File: src/sv/deq_pkg.sv
// deq_pkg: shared types for the double-ended queue core
// operation codes, result status codes and the control state machine encoding
// no dependencies
`default_nettype none

package deq_pkg;

   localparam int unsigned OP_W     = 3;
   localparam int unsigned STATUS_W = 2;
   localparam int unsigned FIELD_W  = 32;

   typedef enum logic [OP_W-1:0] {
      OP_PUSH_FRONT = 3'd0,
      OP_PUSH_BACK  = 3'd1,
      OP_POP_FRONT  = 3'd2,
      OP_POP_BACK   = 3'd3,
      OP_PEEK_FRONT = 3'd4,
      OP_PEEK_BACK  = 3'd5
   } op_type;

   typedef enum logic [STATUS_W-1:0] {
      STATUS_OK    = 2'd0,
      STATUS_EMPTY = 2'd1,
      STATUS_FULL  = 2'd2
   } status_type;

   typedef enum logic {
      S_IDLE = 1'b0,
      S_READ = 1'b1
   } state_type;

endpackage

`default_nettype wire

File: src/sv/deq_ram.sv
// deq_ram: ring store of the queue, one write port and one read port
// read data is registered, so it shows in the cycle after the read is issued
// no package dependencies
`default_nettype none

module deq_ram #(
   parameter int unsigned DEPTH      = 16,
   parameter int unsigned DATA_WIDTH = 32,
   parameter int unsigned ADDR_W     = 4
) (
   input  wire logic                  clock,
   input  wire logic                  wr_en,
   input  wire logic [ADDR_W-1:0]     wr_addr,
   input  wire logic [DATA_WIDTH-1:0] wr_data,
   input  wire logic                  rd_en,
   input  wire logic [ADDR_W-1:0]     rd_addr,
   output logic      [DATA_WIDTH-1:0] rd_data
);

   logic [DATA_WIDTH-1:0] mem [DEPTH];
   logic [DATA_WIDTH-1:0] rd_data_ff;

   always_ff @(posedge clock) begin
      if (wr_en) begin
         mem[wr_addr] <= wr_data;
      end
   end

   always_ff @(posedge clock) begin
      if (rd_en) begin
         rd_data_ff <= mem[rd_addr];
      end
   end

   assign rd_data = rd_data_ff;

endmodule

`default_nettype wire

File: src/sv/deq_ctrl.sv
// deq_ctrl: front/back indices, entry count, request decode and result register
// drives the ring store ports and passes through a read state for read data on pop and peek
// depends on deq_pkg
`default_nettype none

module deq_ctrl #(
   parameter int unsigned DEPTH      = 16,
   parameter int unsigned DATA_WIDTH = 32,
   parameter int unsigned ADDR_W     = 4,
   parameter int unsigned CNT_W      = 5
) (
   input  wire logic                               clock,
   input  wire logic                               reset,
   input  wire logic                               req_valid,
   output logic                                    req_ready,
   input  wire logic [deq_pkg::OP_W-1:0]           req_op,
   input  wire logic [deq_pkg::FIELD_W-1:0]        req_value_in,
   output logic                                    rsp_valid,
   input  wire logic                               rsp_ready,
   output logic      [deq_pkg::FIELD_W-1:0]        rsp_value_out,
   output logic                                    rsp_now_empty,
   output logic      [deq_pkg::STATUS_W-1:0]       rsp_status,
   output logic                                    wr_en,
   output logic      [ADDR_W-1:0]                  wr_addr,
   output logic      [DATA_WIDTH-1:0]              wr_data,
   output logic                                    rd_en,
   output logic      [ADDR_W-1:0]                  rd_addr,
   input  wire logic [DATA_WIDTH-1:0]              rd_data
);

   localparam logic [ADDR_W-1:0] LAST_IDX  = ADDR_W'(DEPTH - 1);
   localparam logic [CNT_W-1:0]  FULL_CNT  = CNT_W'(DEPTH);

   deq_pkg::state_type state_ff, state_in;

   logic [ADDR_W-1:0] front_ff, front_in;
   logic [ADDR_W-1:0] back_ff, back_in;
   logic [CNT_W-1:0]  count_ff, count_in;
   logic              pend_empty_ff, pend_empty_in;

   logic                            rsp_valid_ff, rsp_valid_in;
   logic [deq_pkg::FIELD_W-1:0]     rsp_value_ff, rsp_value_in;
   logic                            rsp_empty_ff, rsp_empty_in;
   logic [deq_pkg::STATUS_W-1:0]    rsp_status_ff, rsp_status_in;

   logic                  accept;
   logic                  is_empty, is_full;
   logic [ADDR_W-1:0]     front_next, front_prev, back_next, back_prev;
   logic                  do_write, do_read;
   logic [ADDR_W-1:0]     wr_addr_d, rd_addr_d;
   logic [ADDR_W-1:0]     front_d, back_d;
   logic [CNT_W-1:0]      count_d;
   deq_pkg::status_type   status_d;

   assign req_ready = (state_ff == deq_pkg::S_IDLE) && (!rsp_valid_ff || rsp_ready);
   assign accept    = req_valid && req_ready;

   assign is_empty   = (count_ff == '0);
   assign is_full    = (count_ff == FULL_CNT);
   assign front_next = (front_ff == LAST_IDX) ? '0 : front_ff + 1'b1;
   assign front_prev = (front_ff == '0) ? LAST_IDX : front_ff - 1'b1;
   assign back_next  = (back_ff == LAST_IDX) ? '0 : back_ff + 1'b1;
   assign back_prev  = (back_ff == '0) ? LAST_IDX : back_ff - 1'b1;

   // request decode: one ring access and one index move at most
   always_comb begin
      do_write  = 1'b0;
      do_read   = 1'b0;
      wr_addr_d = back_ff;
      rd_addr_d = front_ff;
      front_d   = front_ff;
      back_d    = back_ff;
      count_d   = count_ff;
      status_d  = deq_pkg::STATUS_OK;
      unique case (deq_pkg::op_type'(req_op))
         deq_pkg::OP_PUSH_FRONT: begin
            if (is_full) begin
               status_d = deq_pkg::STATUS_FULL;
            end else begin
               do_write  = 1'b1;
               wr_addr_d = front_prev;
               front_d   = front_prev;
               count_d   = count_ff + 1'b1;
            end
         end
         deq_pkg::OP_PUSH_BACK: begin
            if (is_full) begin
               status_d = deq_pkg::STATUS_FULL;
            end else begin
               do_write  = 1'b1;
               wr_addr_d = back_ff;
               back_d    = back_next;
               count_d   = count_ff + 1'b1;
            end
         end
         deq_pkg::OP_POP_FRONT: begin
            if (is_empty) begin
               status_d = deq_pkg::STATUS_EMPTY;
            end else begin
               do_read   = 1'b1;
               rd_addr_d = front_ff;
               front_d   = front_next;
               count_d   = count_ff - 1'b1;
            end
         end
         deq_pkg::OP_POP_BACK: begin
            if (is_empty) begin
               status_d = deq_pkg::STATUS_EMPTY;
            end else begin
               do_read   = 1'b1;
               rd_addr_d = back_prev;
               back_d    = back_prev;
               count_d   = count_ff - 1'b1;
            end
         end
         deq_pkg::OP_PEEK_FRONT: begin
            if (is_empty) begin
               status_d = deq_pkg::STATUS_EMPTY;
            end else begin
               do_read   = 1'b1;
               rd_addr_d = front_ff;
            end
         end
         deq_pkg::OP_PEEK_BACK: begin
            if (is_empty) begin
               status_d = deq_pkg::STATUS_EMPTY;
            end else begin
               do_read   = 1'b1;
               rd_addr_d = back_prev;
            end
         end
         default: begin
            // undefined codes leave everything as is
         end
      endcase
   end

   assign wr_en   = accept && do_write;
   assign wr_addr = wr_addr_d;
   assign wr_data = DATA_WIDTH'(req_value_in);
   assign rd_en   = accept && do_read;
   assign rd_addr = rd_addr_d;

   assign front_in      = accept ? front_d : front_ff;
   assign back_in       = accept ? back_d : back_ff;
   assign count_in      = accept ? count_d : count_ff;
   assign pend_empty_in = accept ? (count_d == '0) : pend_empty_ff;

   // next state
   always_comb begin
      state_in = state_ff;
      unique case (state_ff)
         deq_pkg::S_IDLE: begin
            if (accept && do_read) begin
               state_in = deq_pkg::S_READ;
            end
         end
         deq_pkg::S_READ: begin
            state_in = deq_pkg::S_IDLE;
         end
         default: begin
            state_in = deq_pkg::S_IDLE;
         end
      endcase
   end

   // result register: loaded at accept, or in the cycle after with read data
   always_comb begin
      rsp_valid_in  = rsp_valid_ff && !rsp_ready;
      rsp_value_in  = rsp_value_ff;
      rsp_empty_in  = rsp_empty_ff;
      rsp_status_in = rsp_status_ff;
      unique case (state_ff)
         deq_pkg::S_IDLE: begin
            if (accept && !do_read) begin
               rsp_valid_in  = 1'b1;
               rsp_value_in  = '0;
               rsp_empty_in  = (count_d == '0);
               rsp_status_in = status_d;
            end
         end
         deq_pkg::S_READ: begin
            rsp_valid_in  = 1'b1;
            rsp_value_in  = deq_pkg::FIELD_W'(rd_data);
            rsp_empty_in  = pend_empty_ff;
            rsp_status_in = deq_pkg::STATUS_OK;
         end
         default: begin
            rsp_valid_in = 1'b0;
         end
      endcase
   end

   always_ff @(posedge clock) begin
      if (reset) begin
         state_ff     <= deq_pkg::S_IDLE;
         front_ff     <= '0;
         back_ff      <= '0;
         count_ff     <= '0;
         rsp_valid_ff <= 1'b0;
      end else begin
         state_ff     <= state_in;
         front_ff     <= front_in;
         back_ff      <= back_in;
         count_ff     <= count_in;
         rsp_valid_ff <= rsp_valid_in;
      end
   end

   always_ff @(posedge clock) begin
      pend_empty_ff <= pend_empty_in;
      rsp_value_ff  <= rsp_value_in;
      rsp_empty_ff  <= rsp_empty_in;
      rsp_status_ff <= rsp_status_in;
   end

   assign rsp_valid     = rsp_valid_ff;
   assign rsp_value_out = rsp_value_ff;
   assign rsp_now_empty = rsp_empty_ff;
   assign rsp_status    = rsp_status_ff;

`ifndef SYNTHESIS
   a_count_bound: assert property (@(posedge clock) disable iff (reset)
      count_ff <= FULL_CNT)
      else $error("entry count beyond depth");

   a_empty_ends_meet: assert property (@(posedge clock) disable iff (reset)
      (count_ff == '0 || count_ff == FULL_CNT) |-> (front_ff == back_ff))
      else $error("indices apart while queue empty or full");

   a_read_slot_free: assert property (@(posedge clock) disable iff (reset)
      (state_ff == deq_pkg::S_READ) |-> !rsp_valid_ff)
      else $error("read data arriving while result register busy");

   a_count_step: assert property (@(posedge clock) disable iff (reset)
      !accept |=> (count_ff == $past(count_ff)))
      else $error("entry count moved without a request");

   a_no_access_when_idle: assert property (@(posedge clock) disable iff (reset)
      (wr_en || rd_en) |-> accept && !(wr_en && rd_en))
      else $error("ring access without an accepted request");
`endif

endmodule

`default_nettype wire

File: src/sv/double_ended_queue_core.sv
// Double-ended queue over a ring store of DEPTH words. Each request carries an operation
// (push front/back, pop front/back, peek front/back) and a data word; each one gives
// exactly one result with the word read, an empty flag after the step and a status
// (ok, empty error, full error). Errors and undefined codes leave the state untouched.
// Pushes, errors and undefined codes load the result at accept; pop and peek pass a read
// state first, because the ring store has a single registered read port and the word
// shows in the cycle after the read is issued. A result waits in an output register,
// and the next request is taken in the same cycle that the waiting result is taken.
// depends on deq_pkg, deq_ram, deq_ctrl
`default_nettype none

module double_ended_queue_core #(
   parameter int unsigned DEPTH      = 16,
   parameter int unsigned DATA_WIDTH = 32
) (
   input  wire logic                            clock,
   input  wire logic                            reset,
   input  wire logic                            req_valid,
   output logic                                 req_ready,
   input  wire logic [deq_pkg::OP_W-1:0]        req_op,
   input  wire logic [deq_pkg::FIELD_W-1:0]     req_value_in,
   output logic                                 rsp_valid,
   input  wire logic                            rsp_ready,
   output logic      [deq_pkg::FIELD_W-1:0]     rsp_value_out,
   output logic                                 rsp_now_empty,
   output logic      [deq_pkg::STATUS_W-1:0]    rsp_status
);

   localparam int unsigned ADDR_W = (DEPTH > 1) ? $clog2(DEPTH) : 1;
   localparam int unsigned CNT_W  = $clog2(DEPTH + 1);

   logic                  wr_en;
   logic [ADDR_W-1:0]     wr_addr;
   logic [DATA_WIDTH-1:0] wr_data;
   logic                  rd_en;
   logic [ADDR_W-1:0]     rd_addr;
   logic [DATA_WIDTH-1:0] rd_data;

   deq_ctrl #(
      .DEPTH      (DEPTH),
      .DATA_WIDTH (DATA_WIDTH),
      .ADDR_W     (ADDR_W),
      .CNT_W      (CNT_W)
   ) u_ctrl (
      .clock         (clock),
      .reset         (reset),
      .req_valid     (req_valid),
      .req_ready     (req_ready),
      .req_op        (req_op),
      .req_value_in  (req_value_in),
      .rsp_valid     (rsp_valid),
      .rsp_ready     (rsp_ready),
      .rsp_value_out (rsp_value_out),
      .rsp_now_empty (rsp_now_empty),
      .rsp_status    (rsp_status),
      .wr_en         (wr_en),
      .wr_addr       (wr_addr),
      .wr_data       (wr_data),
      .rd_en         (rd_en),
      .rd_addr       (rd_addr),
      .rd_data       (rd_data)
   );

   deq_ram #(
      .DEPTH      (DEPTH),
      .DATA_WIDTH (DATA_WIDTH),
      .ADDR_W     (ADDR_W)
   ) u_ram (
      .clock   (clock),
      .wr_en   (wr_en),
      .wr_addr (wr_addr),
      .wr_data (wr_data),
      .rd_en   (rd_en),
      .rd_addr (rd_addr),
      .rd_data (rd_data)
   );

endmodule

`default_nettype wire
File: config.mk
export PLATFORM = sky130hd
export DESIGN_NAME = double_ended_queue_core
export DESIGN_NICKNAME = d
export VERILOG_FILES = /design/src/sv/deq_pkg.sv /design/src/sv/deq_ram.sv /design/src/sv/deq_ctrl.sv /design/src/sv/double_ended_queue_core.sv
export SDC_FILE = /design/constraint.sdc
export NUM_CORES = 1
export LEC_CHECK = 0
export BUFFER_PORTS_ARGS = -buffer_cell sky130_fd_sc_hd__buf_2
export CAP_MARGIN = 20
export CORE_AREA = 2 2 219 221
export DETAILED_ROUTE_END_ITERATION = 8
export DIE_AREA = 0 0 221 223
export PLACE_DENSITY = 0.66
export SYNTH_ARGS = -nofsm -noshare
export SYNTH_HDL_FRONTEND = slang
export SYNTH_HIERARCHICAL = 1
export SYNTH_SLANG_ARGS = --single-unit
File: constraint.sdc
create_clock -name clock -period 9.69 [get_ports clock]
set_input_delay 1.4535 -clock clock [delete_from_list [all_inputs] [get_ports clock]]
set_output_delay 1.4535 -clock clock [all_outputs]
set_load 0.02 [all_outputs]
==> results.tsv <==
metric	value	unit
drc	0	
combPwrFrac	0.089	
cts_resized	0	
grt_pass1_vias	11200	
cpMaxStageDelayCell	o21ai_4	
clkLatencyLatePin	610	ps
maxSlewHeadroom	0.221	
worstSetupPathType	input pin to flip-flop	
syn-mean-instance-area	20.6	um2
cp_max_fo	56	
crit_family	compound AO/OA/AOI/OAI gates	
ys_seq_elements	595	
end_kind	flip-flop	
core_area	47100	um2
leakage	8.25	nW
postRouteAntennaNets	0	
post-route-util	0.553	
critPathLaunchType	input pin	
async_flop_share	0	
synth_cell_types	62	
p_sw_frac	0.221	
synth_ff_type	edfxtp_1	
dpl-instance-area	24200	um2
cts-htree-levels	2	
grt_max_degree	103	
synth_nets	1171	
setup_tns	0	ps
stdcell_area	26100	um2
nets	1245	
post_cts_buffers	0	
cts_max_path_buffers	3	
internal_power	4.43	mW
setup_viol	0	
drive_above_1_share	0.292	
num_vias	11100	
outcome	finished, final reports clean	
totalWireLength	48.8	mm
final_cell_mix	580 x edfxtp_1, 128 x mux4_2, 75 x buf_2, 64 x a22oi_1, 57 x clkbuf_16	
yosysTopAreaCell	edfxtp_1	
final_common_cell	edfxtp_1	
synthCells	1125	
fp.dieH	223	um
cts_made_buffers	57	
cap_violations	0	
grt_pass1_wl	72.8	mm
hold_buffers	0	
clock.fmax	0.219	GHz
path_cells	buf_2, xnor2_1, nor2_1, nand2_1, o21ai_4, buf_4, mux4_2, a22oi_1, nand2_1	
ir_drop	0.000131	V
netSwitchingPower	1.26	mW
yosysSeqAreaShare	0.766	
crit_path_frequent_cell	nand2_1	
synth_area_leaders	edfxtp_1 75%, mux4_2 12%, a22oi_1 2.1%	
synth_edf_count	580	
antenna_found_initial	4	
yosys_warnings	6	
die_area	49300	um2
maxSlewViolCount	0	
top_level_ports	76	
layout_min_cycle_time	4560	ps
rsz0062_at_grt	no	
power_density	218	nW/um2
clockPowerShare	0.402	
p_total	5.69	mW
period_share	0.471	
cp.buffers_inverters	2	
cts.sinks	595	
hold_slack	523	ps
wire_per_inst	26.2	um
root_buffer	clkbuf_16	
path_clk_slew	70	ps
port_buffers	75	
rows	80	
slowest_delay	890	ps
finalHoldViolCount	0	
dr.first_iter.drc_count	1037	
syn_area	23100	um2
first_pass_iters	5	
gr-total-overflow	0	
routabilityCongestion	0.779	
pwr-share-seq	0.510	
start_util	0.491	
die_x	221	um
crit_arrival	4910	ps
globalRouteTotalUtil	0.201	
worst_ep_required_time	10040	ps
route.detailed.vias_per_inst	5.94	
cts_tree	yes	
worstMarginPinSlew	1170	ps
hold_path.class	flip-flop to flip-flop	
yosysTopAreaCellShare	0.753	
fillCellCount	3533	
syn_to_final_growth	12.7	%
dp_hpwl	23.9	mm
fin_skew	20.5	ps
==> final timing paths <==
kind / cells past startpoint / from / endpoint / slack [ps]
setup / recovery: 9 / req_op[2] / u_ram/rd_data[0] / 5130
setup reg to reg: 10 / u_ctrl/count_ff[0] / u_ram/rd_data[0] / 5330
hold / removal: 1 / u_ram/rd_data[1] / u_ctrl/rsp_value_out[1] / 520
hold reg to reg: 1 / u_ram/rd_data[1] / u_ctrl/rsp_value_out[1] / 520
==> per-layer routing <==
metal	track usage	wire length, um	up-vias
met1	0.282	20600	5865
met2	0.326	23800	374
met3	0.0317	3130	76
met4	0.0684	1260	2
met5	0	7	-
li1	-	-	4737
==> state kept, by name, indices dropped and copies added, names as in the netlist <==
| register | count |
|---|---|
| u_ram/mem | 512 |
| u_ctrl/rsp_value_out | 32 |
| u_ram/rd_data | 32 |
| u_ctrl/count_ff | 5 |
| u_ctrl/back_ff | 4 |
| u_ctrl/front_ff | 4 |
| u_ctrl/rsp_status | 2 |
| u_ctrl/pend_empty_ff | 1 |
| u_ctrl/rsp_now_empty | 1 |
| u_ctrl/rsp_valid | 1 |
| u_ctrl/state_ff | 1 |
==> cell families (layout without fill, tap and decap cells) <==
logic type,after synthesis,count (layout),synth area share
flops,595,595,0.766
xor+xnor,7,7,0.00297
mux,133,133,0.127
other cells,0,3,0
fa+ha+maj,7,7,0.00378
simple gates,156,156,0.0369
compound gates,126,126,0.0387
buf+inv,101,218,0.0251
==> power groups by stage <==
stage | combinational, mW | clock, mW | sequential, mW
6_report | 0.505 | 2.28 | 2.90
5_1_grt | 0.550 | 2.41 | 2.90
4_1_cts | 0.515 | 2.32 | 2.90
3_5_place_dp | 0.514 | 0 | 2.95
3_3_place_gp | 0.505 | 0 | 2.95
2_1_floorplan | 0.359 | 0 | 2.97
==> cell usage after synthesis (4+ instances only) <==
library cell	n
nand3b_1	5
edfxtp_1	580
buf_2	8
a21oi_1	16
nand2_1	45
a211oi_1	9
mux4_2	128
buf_1	10
a22oi_1	64
xnor2_1	5
o21ai_0	12
nor3_1	12
nand3_1	4
dfxtp_1	15
buf_4	43
ha_1	7
nand2b_1	4
inv_1	12
clkbuf_1	23
and2_1	33
buf_6	4
nor2_1	31
==> area by class of cell <==
| cell class | instances | area, um2 | share of cell area |
|---|---|---|---|
| clock buffer | 59 | 1430 | 0.0550 |
| antenna | 3 | 7.51 | 0.000288 |
| inverter | 13 | 48.8 | 0.00187 |
| clock inverter | 43 | 487 | 0.0187 |
| multi-input combinational | 429 | 5020 | 0.192 |
| sequential | 595 | 17700 | 0.679 |
| tap | 615 | 769 | 0.0295 |
| timing repair buffer | 103 | 598 | 0.0229 |
==> metrics by stage <==
stage | std cells | setup slack, ps
3_3_place_gp | 1755 | 4590
5_1_grt | 1857 | 4880
3_5_place_dp | 1755 | 4490
6_report | 1860 | 5130
2_1_floorplan | 1125 | 4020
4_1_cts | 1857 | 5110
Note: power is estimated with default switching activity, not from simulation.
